--- src/gpss_pkg.sv ---
// Shared types, constants and constant functions of the geodetic pair scale selector.
`default_nettype none
package gpss_pkg;
  localparam int ANGLE_BITS = 32;
  localparam int TRIG_STAGES = 28;
  localparam int SCALE_CELLS = 64;
  localparam int COORD_FRAC = 28;

  localparam logic [63:0] RADIUS_MM = 64'd6378137000;
  localparam logic [63:0] PI_Q61 = 64'h6487ED5110B4611A;
  localparam logic signed [63:0] GAIN_Q62 = 64'sd2800459870029452952;

  localparam logic [127:0] RADIUS_PI = {64'd0, RADIUS_MM} * {64'd0, PI_Q61};
  localparam logic [63:0] CIRC_Q28 = RADIUS_PI[95:32];
  localparam logic [127:0] CIRC_SQ = {64'd0, CIRC_Q28} * {64'd0, CIRC_Q28};
  localparam logic [127:0] CIRC_SQ_Q = (CIRC_SQ + 128'd3) >> 2;

  localparam logic [1:0] QUAD_FIRST = 2'd0;
  localparam logic [1:0] QUAD_SECOND = 2'd1;
  localparam logic [1:0] QUAD_THIRD = 2'd2;

  typedef logic signed [63:0] q62_t;
  typedef logic [127:0] wide_t;

  typedef struct packed {
    q62_t x;
    q62_t y;
    q62_t z;
    logic [1:0] quad;
  } cor_t;

  typedef struct packed {
    logic vld;
    logic done;
    logic [5:0] scale;
    logic clamped;
    wide_t d;
  } scl_t;

  function automatic logic [63:0] floor_div(input logic [63:0] num, input logic [63:0] den);
    logic [63:0] quo;
    logic [64:0] rem;
    quo = '0;
    rem = '0;
    for (int b = 63; b >= 0; b--) begin
      rem = {rem[63:0], num[b]};
      if (rem >= {1'b0, den}) begin
        rem = rem - {1'b0, den};
        quo[b] = 1'b1;
      end
    end
    return quo;
  endfunction

  function automatic q62_t atan_q62(input int i);
    q62_t sum;
    int e;
    logic [63:0] term;
    sum = '0;
    if (i == 0) begin
      sum = q62_t'(PI_Q61 >> 1);
    end else begin
      for (int k = 0; k < 64; k++) begin
        e = 62 - i * (2 * k + 1);
        if (e >= 0) begin
          term = floor_div(64'd1 << e, 64'(2 * k + 1));
          if ((k & 1) == 1) begin
            sum = sum - q62_t'(term);
          end else begin
            sum = sum + q62_t'(term);
          end
        end
      end
    end
    return sum;
  endfunction
endpackage
`default_nettype wire

--- src/gpss_cordic_cell.sv ---
// One rotation cell of the sine and cosine chain.
`default_nettype none
module gpss_cordic_cell (
  input  logic           clk,
  input  logic [5:0]     shift,
  input  gpss_pkg::q62_t atan,
  input  gpss_pkg::cor_t cin,
  output gpss_pkg::cor_t cout
);
  import gpss_pkg::*;

  cor_t cell_r, cell_nxt;
  q62_t xs, ys;

  always_comb begin
    xs = q62_t'(cin.y) >>> shift;
    ys = q62_t'(cin.x) >>> shift;
    cell_nxt = cin;
    if (!cin.z[63]) begin
      cell_nxt.x = cin.x - xs;
      cell_nxt.y = cin.y + ys;
      cell_nxt.z = cin.z - atan;
    end else begin
      cell_nxt.x = cin.x + xs;
      cell_nxt.y = cin.y - ys;
      cell_nxt.z = cin.z + atan;
    end
  end

  always_ff @(posedge clk) begin
    cell_r <= cell_nxt;
  end

  assign cout = cell_r;
endmodule
`default_nettype wire

--- config.mk ---
export PLATFORM = sky130hd
export DESIGN_NAME = gpss_cordic_cell
export DESIGN_NICKNAME = d
export VERILOG_FILES = /design/src/gpss_pkg.sv /design/src/gpss_cordic_cell.sv
export SDC_FILE = /design/constraint.sdc
export NUM_CORES = 1
export LEC_CHECK = 0
export ABC_AREA = 1
export BUFFER_PORTS_ARGS = -buffer_cell sky130_fd_sc_hd__buf_2
export CORE_MARGIN = 1
export CORE_UTILIZATION = 35
export DETAILED_ROUTE_END_ITERATION = 8
export PLACE_DENSITY_LB_ADDON = 0.05
export SYNTH_ARGS = -nofsm -noshare
export SYNTH_HDL_FRONTEND = slang
export SYNTH_SLANG_ARGS = --single-unit
--- constraint.sdc ---
create_clock -name clk -period 6.5 [get_ports clk]
set_input_delay 1.3 -clock clk [delete_from_list [all_inputs] [get_ports clk]]
set_output_delay 1.3 -clock clk [all_outputs]
set_load 0.02 [all_outputs]
==> metrics.md <==
| Metric | Value |
|---|---|
| RSZ-0062 raised after global routing | false |
| Port bufs | ~460 |
| Routed vias | 41,800 |
| Internal power | 4.35 mW |
| Worst hold endpoint | cout[1]$_DFF_P_ |
| Post-synth top cells | 1,504 x nand2_1, 1,209 x nand3_1, 547 x nor2_1 |
| Outcome | completed |
| Clk pwr share | 0.128 |
| Combinational share of power | 0.667 |
| Cell depth of the worst setup path | 30 |
| Mapped cell area | slightly above 30,000 um2 |
| Pwr Density | 229 nW/um2 |
| Slew HR | 0.303 |
| Vias in the first global route | ~38,000 |
| Worst-path clk slew | roughly 80 ps |
| CP startpoint kind | input pin |
| CTS buffer count | 17 |
| Fraction of final layout cells sized beyond drive strength 1 | 0.170 |
| Mean Syn Cell Area | about 5.6 um2 |
| Distinct cells, synth | 50 |
| Max VDD drop | around 260 uV |
| Final Instance Area | roughly 39,000 um2 |
| Min-delay src | cin[1] |
| ANT nets after route | 0 |
| Register area share after synthesis | 0.125 |
| Worst-path fanout max | 51 |
| Max reg flops | around 190 |
| Initial DRC count | between 4,000 and 5,000 |
| Tot GR Track Use | 0.360 |
| Max-Cap Viols | 0 |
| Max Slew Vio Count | 0 |
| Drt via density | roughly 5.5 |
| Die width | 300 um |
| WL per Instance | approximately 22 um |
| Sw Ratio | 0.512 |
| Sequential share of power | 0.206 |
| Area leader, netlist | nand3_1 |
| Top-count cell post-synth | nand2_1 |
| Flops & latches, synth | slightly below 200 |
| Slew at the pin closest to its max-slew limit | 1040 ps |
| Placeable core area | 87,300 um2 |
| Post-synth top flop | dfxtp_1 |
| Ports | about 460 |
| Initial antenna violation count | 10 |
| Total Power | around 8.9 mW |
| H-tree Lvls | 4 |
| Pin count of the biggest net entering global routing | 86 |
| Slowest CP cell | nor2_1 |
| Post-synth EDFFs | 0 |
| Leak | roughly 20 nW |
| Max Clock Freq | approximately 160 MHz |
| Rows | 108 |
| Crit-path max cell delay | 360 ps |
| Post-Place Cell Area | between 30,000 and 40,000 um2 |
| Post-synthesis net count | around 6,100 |
| # nets final | between 6,000 and 7,000 |
| Hold Path Depth | 1 |
| Bufs and invs on worst path | 8 |
| Final wirelength | around 170,000 um |
| Clock buffer depth | 2 |
| Post-route clock period utilization | 0.941 |
| Drt first pass iters | 6 |
| Die area | around 90,000 um2 |
| Sw power | approximately 4.6 mW |
| Synth async-reset ratio | 0 |
| WS Path Type | input pin to register |
| GRT overflow | 0 |
| Synthesis-to-layout area growth | 25.8% |
| RD Place Congestion | ~1.1 |
| Hpwl dp | around 140,000 um |
| Arrival time at the worst endpoint | about 6600 ps |
| Initial Utilization | 0.355 |
| Postcts setup bufs | 0 |
| Min-Delay Path Class | input pin to register |
| Synth top area share | 0.195 |
| CTS Sinks | 194 |
| Root Driver | clkbuf_16 |
| Crit-path leading delay family | simple AND/OR/NAND/NOR gates |
| Pre-CTS setup slack | -139 ps |
| CP endpoint kind | register |
| Final Worst Setup Slack | a little under 400 ps |
| Final min period | between 6000 and 7000 ps |
| CTS tree | yes |
| Die Y | ~300 um |
| Synthesis warning total | 0 |
| DRC | 0 |
| Final Hold Vio Count | 0 |
| Mapped Cells | between 5,000 and 6,000 |
| Most common cell type on the critical path | nand3_1 |
| First-pass GRT wire length | roughly 240,000 um |
| Main area contributors after synthesis | nand3_1 20%, nand2_1 18%, dfxtp_1 13%, ha_1 8.3%, nor2_1 6.6% |
| CP required | a little under 7000 ps |
| Final setup viols | 0 |
-- timing repair --
action | 4_1_cts | 5_1_grt
hold buffers | 0 | 0
gates resized for setup | 0 | 1
endpoints found under the setup margin | 0 | 2
-- worst max-delay path by stage --
stage | start | endpoint | slack (ps)
final | shift[1] | cout[123]$_DFF_P_ | 390
after detailed placement | shift[1] | cout[115]$_DFF_P_ | -140
after global routing | shift[1] | cout[123]$_DFF_P_ | 50
after global placement | shift[1] | cout[115]$_DFF_P_ | -140
after floorplan | shift[0] | cout[170]$_DFF_P_ | 1430
after CTS | shift[1] | cout[124]$_DFF_P_ | 430
-- power groups by stage --
| stage | Clock, mW | Sequential, mW | Combinational [mW] |
|---|---|---|---|
| 4_1_cts | 1.16 | 1.84 | 5.87 |
| 3_5_place_dp | 0 | 1.86 | 5.84 |
| 2_1_floorplan | 0 | 2.48 | 2.69 |
| 3_3_place_gp | 0 | 1.86 | 5.88 |
| 6_report | 1.14 | 1.84 | 5.94 |
| 5_1_grt | 1.20 | 1.87 | 6.39 |
-- cells in the final DEF (no fill, tap or decap), types with 22 or more instances in the layout --
| cell type | instances |
|---|---|
| dfxtp_1 | 194 |
| ha_1 | 206 |
| nor3_1 | 53 |
| nor2_1 | 547 |
| buf_2 | 453 |
| nand3_1 | 1209 |
| xor2_1 | 204 |
| buf_4 | 540 |
| a31oi_1 | 95 |
| a21o_1 | 22 |
| nand2_1 | 1504 |
| buf_12 | 28 |
| o21a_1 | 34 |
| xnor2_1 | 113 |
| inv_1 | 532 |
| a21oi_1 | 305 |
| o21ai_0 | 137 |
| nor4_1 | 33 |
| nand4_1 | 44 |
-- per-layer routing --
metal / GRT usage / wire length (um) / up-vias
li1: - / - / 20400
met1: 0.487 / 75200 / 19400
met2: 0.572 / 74400 / 1748
met3: 0.0465 / 11500 / 269
met4: 0.151 / 7070 / 0
met5: 0 / 0 / -
-- final cells by class --
cell class | instances | area, um2
Fill cell | 9883 | 48300
Inverter | 551 | 2080
Antenna cell | 10 | 25.0
Clock buffer | 19 | 433
Tap cell | 1155 | 1450
Clock inverter | 12 | 126
Timing Repair Buffer | 1021 | 6880
Multi-Input combinational cell | 4640 | 24100
Sequential cell | 194 | 3880
-- metrics by stage --
| stage | setup TNS, ps | utilization | std cells | hold WS, ps |
|---|---|---|---|---|
| after global placement | -534 | 0.440 | 7561 | 1400 |
| final | 0 | 0.447 | 7602 | 851 |
| after floorplan | 0 | - | 5586 | 1330 |
| after detailed placement | -519 | 0.440 | 7561 | 1400 |
| after CTS | 0 | 0.447 | 7592 | 827 |
| after global routing | 0 | 0.447 | 7601 | 844 |
-- cell families after synthesis --
family	share of synthesized area
simple gates	0.479
flops	0.125
fa+ha+maj	0.0851
xor+xnor	0.0895
compound gates	0.124
buf+inv	0.0970
(Power assumes the default switching activity.)
