`src/gpss_pkg.sv`:
```
// Shared types, constants and constant functions of the geodetic pair scale selector.
`default_nettype none
package gpss_pkg;
  localparam int ANGLE_BITS = 32;
  localparam int TRIG_STAGES = 28;
  localparam int SCALE_CELLS = 64;
  localparam int COORD_FRAC = 28;

  localparam logic [63:0] RADIUS_MM = 64'd6378137000;
  localparam logic [63:0] PI_Q61 = 64'h6487ED5110B4611A;
  localparam logic signed [63:0] GAIN_Q62 = 64'sd2800459870029452952;

  localparam logic [127:0] RADIUS_PI = {64'd0, RADIUS_MM} * {64'd0, PI_Q61};
  localparam logic [63:0] CIRC_Q28 = RADIUS_PI[95:32];
  localparam logic [127:0] CIRC_SQ = {64'd0, CIRC_Q28} * {64'd0, CIRC_Q28};
  localparam logic [127:0] CIRC_SQ_Q = (CIRC_SQ + 128'd3) >> 2;

  localparam logic [1:0] QUAD_FIRST = 2'd0;
  localparam logic [1:0] QUAD_SECOND = 2'd1;
  localparam logic [1:0] QUAD_THIRD = 2'd2;

  typedef logic signed [63:0] q62_t;
  typedef logic [127:0] wide_t;

  typedef struct packed {
    q62_t x;
    q62_t y;
    q62_t z;
    logic [1:0] quad;
  } cor_t;

  typedef struct packed {
    logic vld;
    logic done;
    logic [5:0] scale;
    logic clamped;
    wide_t d;
  } scl_t;

  function automatic logic [63:0] floor_div(input logic [63:0] num, input logic [63:0] den);
    logic [63:0] quo;
    logic [64:0] rem;
    quo = '0;
    rem = '0;
    for (int b = 63; b >= 0; b--) begin
      rem = {rem[63:0], num[b]};
      if (rem >= {1'b0, den}) begin
        rem = rem - {1'b0, den};
        quo[b] = 1'b1;
      end
    end
    return quo;
  endfunction

  function automatic q62_t atan_q62(input int i);
    q62_t sum;
    int e;
    logic [63:0] term;
    sum = '0;
    if (i == 0) begin
      sum = q62_t'(PI_Q61 >> 1);
    end else begin
      for (int k = 0; k < 64; k++) begin
        e = 62 - i * (2 * k + 1);
        if (e >= 0) begin
          term = floor_div(64'd1 << e, 64'(2 * k + 1));
          if ((k & 1) == 1) begin
            sum = sum - q62_t'(term);
          end else begin
            sum = sum + q62_t'(term);
          end
        end
      end
    end
    return sum;
  endfunction
endpackage
`default_nettype wire

```
`src/gpss_scale_cell.sv`:
```
// One step of the scale search: compare against the circumference square and its quarter, else shift left by two bits.
`default_nettype none
module gpss_scale_cell (
  input  logic           clk,
  input  logic           rst_n,
  input  logic [5:0]     idx,
  input  gpss_pkg::scl_t cin,
  output gpss_pkg::scl_t cout
);
  import gpss_pkg::*;

  scl_t cell_r, cell_nxt;

  always_comb begin
    cell_nxt = cin;
    if (!cin.done) begin
      if (cin.d >= CIRC_SQ) begin
        cell_nxt.done = 1'b1;
        cell_nxt.scale = idx;
        cell_nxt.clamped = 1'b0;
      end else if (cin.d >= CIRC_SQ_Q) begin
        cell_nxt.done = 1'b1;
        if (idx != 6'd63) begin
          cell_nxt.scale = idx + 6'd1;
          cell_nxt.clamped = 1'b0;
        end
      end else begin
        cell_nxt.d = cin.d << 2;
      end
    end
  end

  always_ff @(posedge clk) begin
    if (!rst_n) begin
      cell_r <= '0;
    end else begin
      cell_r <= cell_nxt;
    end
  end

  assign cout = cell_r;

  // A request that is still searching keeps the saturated default.
  a_open_default: assert property (@(posedge clk) disable iff (!rst_n)
    cell_r.vld && !cell_r.done |-> cell_r.clamped && cell_r.scale == 6'd63)
    else $error("open search lost its default");

  // A settled request no longer shifts its distance.
  a_done_holds: assert property (@(posedge clk) disable iff (!rst_n)
    cin.done |=> cell_r.d == $past(cin.d))
    else $error("settled distance changed");

  // An unclamped result cannot exceed the next step index.
  a_scale_bound: assert property (@(posedge clk) disable iff (!rst_n)
    cell_r.vld && cell_r.done && !cell_r.clamped |-> {1'b0, cell_r.scale} <= {1'b0, idx} + 7'd1)
    else $error("scale beyond cell position");
endmodule
`default_nettype wire

```
`config.mk`:
```
export PLATFORM = sky130hd
export DESIGN_NAME = gpss_scale_cell
export DESIGN_NICKNAME = d
export VERILOG_FILES = /design/src/gpss_pkg.sv /design/src/gpss_scale_cell.sv
export SDC_FILE = /design/constraint.sdc
export NUM_CORES = 1
export LEC_CHECK = 0
export ABC_AREA = 1
export ABC_CLOCK_PERIOD_IN_PS = 3100
export BUFFER_PORTS_ARGS = -buffer_cell sky130_fd_sc_hd__buf_2
export CELL_PAD_IN_SITES_DETAIL_PLACEMENT = 1
export CELL_PAD_IN_SITES_GLOBAL_PLACEMENT = 1
export CORE_UTILIZATION = 35
export CTS_CLUSTER_SIZE = 8
export DETAILED_ROUTE_END_ITERATION = 10
export PLACE_DENSITY = 0.95
export SLEW_MARGIN = 20
export SYNTH_ARGS = -nofsm -noshare
export SYNTH_HDL_FRONTEND = slang
export SYNTH_SLANG_ARGS = --single-unit
```
`constraint.sdc`:
```
create_clock -name clk -period 3.1 [get_ports clk]
set_clock_uncertainty 0.05 [all_clocks]
set_input_delay 0.155 -clock clk [delete_from_list [all_inputs] [get_ports clk]]
set_output_delay 0.155 -clock clk [all_outputs]
set_load 0.01 [all_outputs]
```
==> qor.txt <==
Slew headroom = 26.4%
first-pass GRT wire length = 47.9 mm
CP Class = in2reg
leading area contributor after synthesis = dfxtp_1
asr flop ratio synth = 0%
post-route cell area = 10100 um2
layout cells sized above 1 = 26.2%
Core Area = 18700 um2
max-slew violation count = 0
Die Wd = 140 um
CTS HTree Levels = 4
combinational power share = 17.7%
filler cell count = 2412
largest fanout on the critical path = 22
Worst Tran Pin Value = 1.10 ns
largest net degree at the start of global routing = 115
First-pass DRT Iterations = 5
DP HPWL = 17.9 mm
via-per-instance ratio = 5.39
Port Buf Inserts = 281
CP cell instances = dlygate4sd3_1 > buf_2 > nand2_1 > nor2_2 > nand2_1 > nor2_2 > nand3_2 > nor2_4 > and2b_2 > nand2_4 > nand3b_4 > buf_12 > o21ai_1 > a21oi_1 > dlygate4sd3_1
crit-path leading delay family = buffers and inverters
cell area after placement = 8160 um2
Final Hold Viols = 0
Pwr Density = 493 nW/um2
Seq/Total Area, Yosys = 41.2%
# setup viols final = 0
outcome = finished, final reports clean
CP max-delay cell = dlygate4sd3_1
total gr overflow = 0
static leakage = 5.12 nW
drt total wl = 31.7 mm
CP endpoint kind = flop
Max stage delay on crit path = 0.62 ns
Worst Path Required = 3.41 ns
internal power = 0.00359 W
fin crit share = 97.5%
die height = 140 um
CTS sink cnt = 137
Synth cell types = 41
Post-synth EDFFs = 0
switching power = 0.00138 W
setup TNS = 0 ns
Critical Path Start Type = input pin
Buf/Inv on CP = 4
Reg power frac = 38.3%
Total Routing Usage GR = 31.4%
Multi-input gate area = 3060 um2
total power = 0.00498 W
Peak Freq = 0.331 GHz
clk root buf = clkbuf_16
gpl congestion = 0.850
Clock Power Share = 44.0%
Synth area leaders = dfxtp_1, a21oi_1, inv_1
CTS tree = yes
Post-layout nets = 1493
syn nets = 1103
max reg flops = 137
Max rail drop VDD = 0.000356 V
number of global-route vias before repair = 9244
Initial Util = 35.6%
register bit count reported by yosys = 137
DRT iter0 DRCs = 512
max_cap viols = 0
FF+latch area = 2740 um2
total number of vias = 8602
clock tree buffer depth = 2
CTS Buf Count = 17
Hold Path Class = in2reg
Post-Synthesis Cells = 957
Core Util, Final = 53.9%
total number of yosys warnings = 0
initial antenna violation count = 5
P&R area growth vs syn = 51.4%
per-cell routed wire length = 19.9 um
DRC Markers = 0
WP data arrival = 3.33 ns
die area = 19600 um2
Synth Cell Area = 6660 um2
CTS clk-pin slew, worst paths = 0.07 ns
Synth Flop Type = dfxtp_1
Antenna Violating Nets Remaining = 0
minimum clock period = 3.02 ns
Synth top area share = 41.2%
Post-Syn Area per Cell = 6.96 um2
num rows = 50
Switching Share = 27.8%
num ports = 282
final hold slack = 0.0171 ns
Yosys cell counts, types with 2 or more instances:
master	number
inv_2	2
a21oi_1	145
nor3_1	26
nand2_1	140
a21oi_2	5
o21ai_1	60
clkbuf_1	13
nor2_2	3
o21ai_0	82
a31oi_1	3
dfxtp_1	137
nor3_2	2
inv_1	153
nand4_1	19
nor2_1	63
nand3_1	50
buf_2	15
o21ai_2	4
buf_8	7
and2_1	2
nand3_2	2
mux2_2	2
buf_6	4
layout make-up:
class / instances / share of cell area, %
repair buffers: 412 / 27.6
flip-flops and latches: 137 / 27.2
clock inverters: 12 / 1.74
clock buffers: 19 / 4.39
well taps: 234 / 2.90
diodes: 4 / 0.0992
inverters: 155 / 5.77
multi-input cells: 624 / 30.3
cell families after synthesis:
| logic type | Yosys count | share of synthesized area [%] |
|---|---|---|
| multiplexers | 2 | 0.338 |
| adder cells (fa/ha/maj) | 1 | 0.188 |
| AND/OR/NAND/NOR | 316 | 21.3 |
| flip-flops | 137 | 41.2 |
| buffers and inverters | 197 | 13.3 |
| AO/OA/AOI/OAI | 304 | 23.8 |
worst paths after layout:
kind	start	end	cells past startpoint
worst max-delay path	cin[111]	cout[47]	15
worst min-delay path	cin[13]	cout[15]	3
cell usage in the layout, fill, tap and decap left out, types with 3 or more instances in the layout:
master / count
buf_2: 280
inv_1: 153
a21oi_1: 145
nand2_1: 140
dfxtp_1: 137
dlygate4sd3_1: 116
o21ai_0: 81
nor2_1: 61
o21ai_1: 61
nand3_1: 50
nor3_1: 25
nand4_1: 19
clkbuf_16: 19
buf_4: 8
nor2_2: 5
a21oi_2: 5
diode_2: 4
o21ai_2: 4
bufinv_16: 4
nor3_2: 3
a31oi_1: 3
clkinvlp_4: 3
clkinv_2: 3
buf_12: 3
per-stage QoR:
stage               cells  setup slack, ns
finish               1597           0.0788
global route         1597          -0.0229
CTS                  1584           0.0365
detailed placement   1437            0.664
global placement     1437            0.756
floorplan             957             1.44
layer usage:
metal | global-route usage, % | part of all wire, %
met1 | 31.2 | 37
met5 | 0 | 0.032
met3 | 7.15 | 5.2
met4 | 20.0 | 5.5
met2 | 58.7 | 52
what timing repair did:
item | in CTS | in global routing
setup buffers | 0 | 6
resized for setup | 0 | 8
hold buffers | 116 | 0
hold endpoints to repair | 110 | 0
endpoints found under the setup margin | 0 | 11
power groups by stage:
stage / combinational, W / clock (W) / sequential (W)
2_1_floorplan: 0.000280 / 0 / 0.00200
3_3_place_gp: 0.000661 / 0 / 0.00194
3_5_place_dp: 0.000690 / 0 / 0.00194
4_1_cts: 0.000815 / 0.00219 / 0.00190
5_1_grt: 0.000944 / 0.00229 / 0.00191
6_report: 0.000879 / 0.00219 / 0.00191
Power figures use the tool's default switching activity.
